[config.mk]
export PLATFORM = sky130hd
export DESIGN_NAME = bdq_slot_map
export DESIGN_NICKNAME = d
export VERILOG_FILES = /design/src/bdq_pkg.sv /design/src/bdq_slot_map.sv
export SDC_FILE = /design/constraint.sdc
export NUM_CORES = 1
export LEC_CHECK = 0
export BUFFER_PORTS_ARGS = -buffer_cell sky130_fd_sc_hd__buf_2
export CAP_MARGIN = 25
export CORE_MARGIN = 2
export CORE_UTILIZATION = 35
export DETAILED_ROUTE_END_ITERATION = 10
export MAX_ROUTING_LAYER = met4
export PLACE_DENSITY_LB_ADDON = 0.2
export SYNTH_ARGS = -nofsm -noshare
export SYNTH_HDL_FRONTEND = slang
export SYNTH_SLANG_ARGS = --single-unit
[constraint.sdc]
create_clock -name vclk -period 3.4
set_input_delay 0.51 -clock vclk [all_inputs]
set_output_delay 0.51 -clock vclk [all_outputs]
set_load 0.02 [all_outputs]
[src/bdq_pkg.sv]
// ----------------------------------------------------------------------------
// Deque package
// Sizes, codes, the ring pointer type and ring arithmetic shared by the deque.
// ----------------------------------------------------------------------------
package bdq_pkg;

	localparam int CAPACITY  = 256;
	localparam int WORD_BITS = 32;

	localparam int ADDR_W = (CAPACITY > 1) ? $clog2(CAPACITY) : 1;
	localparam int CNT_W  = $clog2(CAPACITY + 1);
	localparam int ACT_W  = 4;
	localparam int POS_W  = 8;
	localparam int STAT_W = 2;
	localparam int CMP_W  = (CNT_W > POS_W) ? CNT_W : POS_W;

	localparam int IN_BITS  = ACT_W + WORD_BITS + POS_W;
	localparam int IN_W     = ((IN_BITS + 7) / 8) * 8;
	localparam int OUT_BITS = WORD_BITS + STAT_W + CNT_W;
	localparam int OUT_W    = ((OUT_BITS + 7) / 8) * 8;

	typedef enum logic [ACT_W-1:0] {
		ACT_PUSH_FRONT = 4'd0,
		ACT_PUSH_BACK  = 4'd1,
		ACT_POP_FRONT  = 4'd2,
		ACT_POP_BACK   = 4'd3,
		ACT_PEEK_FRONT = 4'd4,
		ACT_PEEK_BACK  = 4'd5,
		ACT_READ_AT    = 4'd6,
		ACT_REVERSE    = 4'd7,
		ACT_SORT_CLEAR = 4'd8
	} action_t;

	localparam logic [STAT_W-1:0] STAT_OK    = 2'd0;
	localparam logic [STAT_W-1:0] STAT_EMPTY = 2'd1;
	localparam logic [STAT_W-1:0] STAT_INDEX = 2'd2;
	localparam logic [STAT_W-1:0] STAT_FULL  = 2'd3;

	// Position codes that select the sub-operation of ACT_SORT_CLEAR.
	localparam logic [POS_W-1:0] SEL_SORT  = 8'd0;
	localparam logic [POS_W-1:0] SEL_CLEAR = 8'd1;

	typedef struct packed {
		logic [ADDR_W-1:0] head;
		logic [CNT_W-1:0]  count;
		logic              rev;
	} ring_ptr_t;

	// Ring index base+off, both below CAPACITY, so one subtract folds it back.
	function automatic logic [ADDR_W-1:0] ring_add(input logic [ADDR_W-1:0] base,
		input logic [ADDR_W-1:0] off);
		logic [ADDR_W:0] sum;
		sum = {1'b0, base} + {1'b0, off};
		if (sum >= (ADDR_W + 1)'(CAPACITY)) begin
			sum = sum - (ADDR_W + 1)'(CAPACITY);
		end
		return sum[ADDR_W-1:0];
	endfunction

endpackage

[src/bdq_slot_map.sv]
// ----------------------------------------------------------------------------
// Deque slot map
// Turns a logical position into a ring entry, honoring the orientation flag.
// ----------------------------------------------------------------------------
module bdq_slot_map (
	input  bdq_pkg::ring_ptr_t         ptr,
	input  logic [bdq_pkg::CNT_W-1:0]  idx,
	output logic [bdq_pkg::ADDR_W-1:0] addr
);
	import bdq_pkg::*;

	logic [CNT_W-1:0] off;

	// Reversed, logical position i sits count-1-i places after the head.
	always_comb begin
		if (ptr.rev) begin
			off = ptr.count - CNT_W'(1) - idx;
		end else begin
			off = idx;
		end
	end

	assign addr = ring_add(ptr.head, off[ADDR_W-1:0]);

endmodule

==> impl_metrics.json <==
{
  "yosysWarnings": 0,
  "dr.pass1.iters": 3,
  "place_area_um2": 1006,
  "nFillCells": 172,
  "cts_hold_buf": 0,
  "worst-path-max-fanout": 4,
  "initial_core_util": 0.3725,
  "timing.final.ws_setup_ns": -0.3422,
  "die_height_um": 46.87,
  "rsz0062_at_grt": "yes",
  "tightest_slew_ns": 0.2549,
  "overflow": 0,
  "outcome": "finished with violations",
  "ios": 35,
  "fin_nets": 190,
  "crit_path_end_kind": "output pin",
  "crit_required_ns": 2.89,
  "instances_no_fill": 170,
  "synthCells": 92,
  "seq_area_um2": 0,
  "post-synth-top-area-fraction": 0.2724,
  "ant_nets": 0,
  "drv_slew": 0,
  "relSlewSlack": 0.8286,
  "core.rowCount": 15,
  "gp_congestion": 0.7916,
  "grt_pass1_wl_um": 2573,
  "grt_use_total": 0.1559,
  "critical_path_arrival_ns": 3.23,
  "drc": 0,
  "synth_cell_types": 25,
  "min_from": "ptr[10]",
  "syn_area_um2": 643.1,
  "coreArea_um2": 1727,
  "grt_pass1_vias": 694,
  "nClkBuffers": 0,
  "synth.avg_cell_area_um2": 6.990,
  "hold_class": "input pin to output pin",
  "n_antenna_cell": 0,
  "io_buffers": 33,
  "violations": "setup timing",
  "cap_violations": 0,
  "dp_hpwl_um": 1384,
  "layout-drive-gt1-share": 0.4897,
  "design_area_um2": 1086,
  "ys_top_cells_by_area": "ha_1 27%, o21ai_0 8.6%, xnor2_1 8.2%",
  "ir_drop_v": 0.0001025,
  "wirelength_um": 1546,
  "seq_cell_count": 0,
  "die_width_um": 46.87,
  "critPathLaunchType": "input pin",
  "setup_viol": 1,
  "power.leakage_uw": 0.0005766,
  "avgRoutedWirePerCell_um": 9.094,
  "setup_tns_ns": -0.3422,
  "path_class": "input pin to output pin",
  "pwr_density_cell_nw_per_um2": 272.2,
  "syn_nets": 135,
  "synth_seq_area_share": 0,
  "viasPerCell": 4.594,
  "dp_cells": 167,
  "max_freq_mhz": 267.2,
  "finalCritPeriodShare": 1.101,
  "dr_total_vias": 781,
  "min_period_ns": 3.742,
  "yosys.area.top_type": "ha_1",
  "grt_max_degree": 17,
  "die_area_um2": 2196,
  "hold_viol_final": 0,
  "crit_start": "idx[0]",
  "syn2layout_area_growth_pct": 68.87,
  "antenna_found_initial": 0,
  "drt_iter0_drc": 1
}
through the flow:
stage	hold WS [ns]	power, uW	util	setup WS (ns)
6_report	1.356	295.6	0.6290	-0.3422
2_1_floorplan	1.208	170.3	-	-0.1988
4_1_cts	1.361	286.8	0.6152	-0.3716
5_1_grt	1.368	328.5	0.6290	-0.4922
3_5_place_dp	1.361	267.9	0.5826	-0.5810
3_3_place_gp	1.356	262.6	0.5826	-0.5333
final cells by class:
class,instances,area [um2],share of cell area
inverter,13,61.31,0.05645
timing repair buffer,54,340.3,0.3134
multi-input combinational,78,653.1,0.6014
tap,25,31.28,0.02880
metal layers:
| metal | vias to the layer above | part of all wire | GRT usage |
|---|---|---|---|
| met5 | - | 0 | - |
| met4 | 0 | 0 | 0.005556 |
| met1 | 341 | 0.44 | 0.1845 |
| li1 | 426 | - | - |
| met2 | 14 | 0.54 | 0.3041 |
| met3 | 0 | 0.026 | 0.003846 |
power by group:
| group | leakage, uW | internal, uW | switching [uW] | total, uW |
|---|---|---|---|---|
| Sequential | 0 | 0 | 0 | 0 |
| Combinational | 0.000577 | 150 | 146 | 296 |
| Clock | 0 | 0 | 0 | 0 |
| Total | 0.000577 | 150 | 146 | 296 |
cells by family (layout without fill, tap and decap cells):
logic type	count (synthesis)	in the layout	share of synthesized area
AOI/OAI and AO/OA	27	27	0.2491
and+or+nand+nor	23	23	0.1693
adders and majority gates	16	16	0.3346
buffers and inverters	14	67	0.08171
xor gates and xnor gates	11	11	0.1498
muxes	1	1	0.01556
worst max-delay path, stage by stage:
cell	delay (ns)
buf_8	0.11
inv_12	0.04
ha_4	0.12
inv_2	0.03
fa_2	0.33
buf_4	0.14
xnor2_1	0.11
nand2_1	0.05
o21ai_0	0.10
ha_1	0.35
a21oi_2	0.16
a32oi_1	0.14
or4b_4	0.50
nand3_2	0.10
xor2_2	0.17
xnor2_2	0.12
buf_4	0.15
synthesized netlist by cell type (all sizes together):
library cell and instances:
o31ai 1, ha 14, fa 2, a31oi 1
o21ai 11, a21oi 8, nand4b 1, mux2i 1
o211ai 1, a32oi 1, nand2 11, inv 13
xnor2 6, xor2 5, a21o 2, nor3b 1
nor2 5, nor2b 2, a21boi 1, or4b 1
clkbuf 1, o21a 1, nand3 2
final timing paths:
kind,depth (start not counted),endpoint,slack [ns]
setup / recovery,17,addr[7],-0.34
hold / removal,3,addr[0],1.36
layout by cell type (no fill, tap or decap):
cell      instances
a21boi_2          1
a21o_1            1
a21o_2            1
a21oi_1           4
a21oi_2           4
a31oi_1           1
a32oi_1           1
buf_2            29
buf_4            24
buf_8             1
fa_2              2
ha_1             12
ha_2              1
ha_4              1
inv_1            11
inv_12            1
inv_2             1
mux2i_1           1
nand2_1          11
nand3_1           1
nand3_2           1
nand4b_1          1
nor2_1            5
nor2b_1           2
nor3b_1           1
o211ai_1          1
o21a_1            1
o21ai_0           6
o21ai_1           4
o21ai_2           1
o31ai_1           1
or4b_4            1
xnor2_1           5
xnor2_2           1
xor2_1            4
xor2_2            1
timing repair:
| action | 4_1_cts | 5_1_grt |
|---|---|---|
| endpoints found under the setup margin | 2 | 3 |
| resized for setup | 12 | 6 |
| pin swaps | 12 | 6 |
| setup buffers | 2 | 1 |
Power figures use the tool's default switching activity.
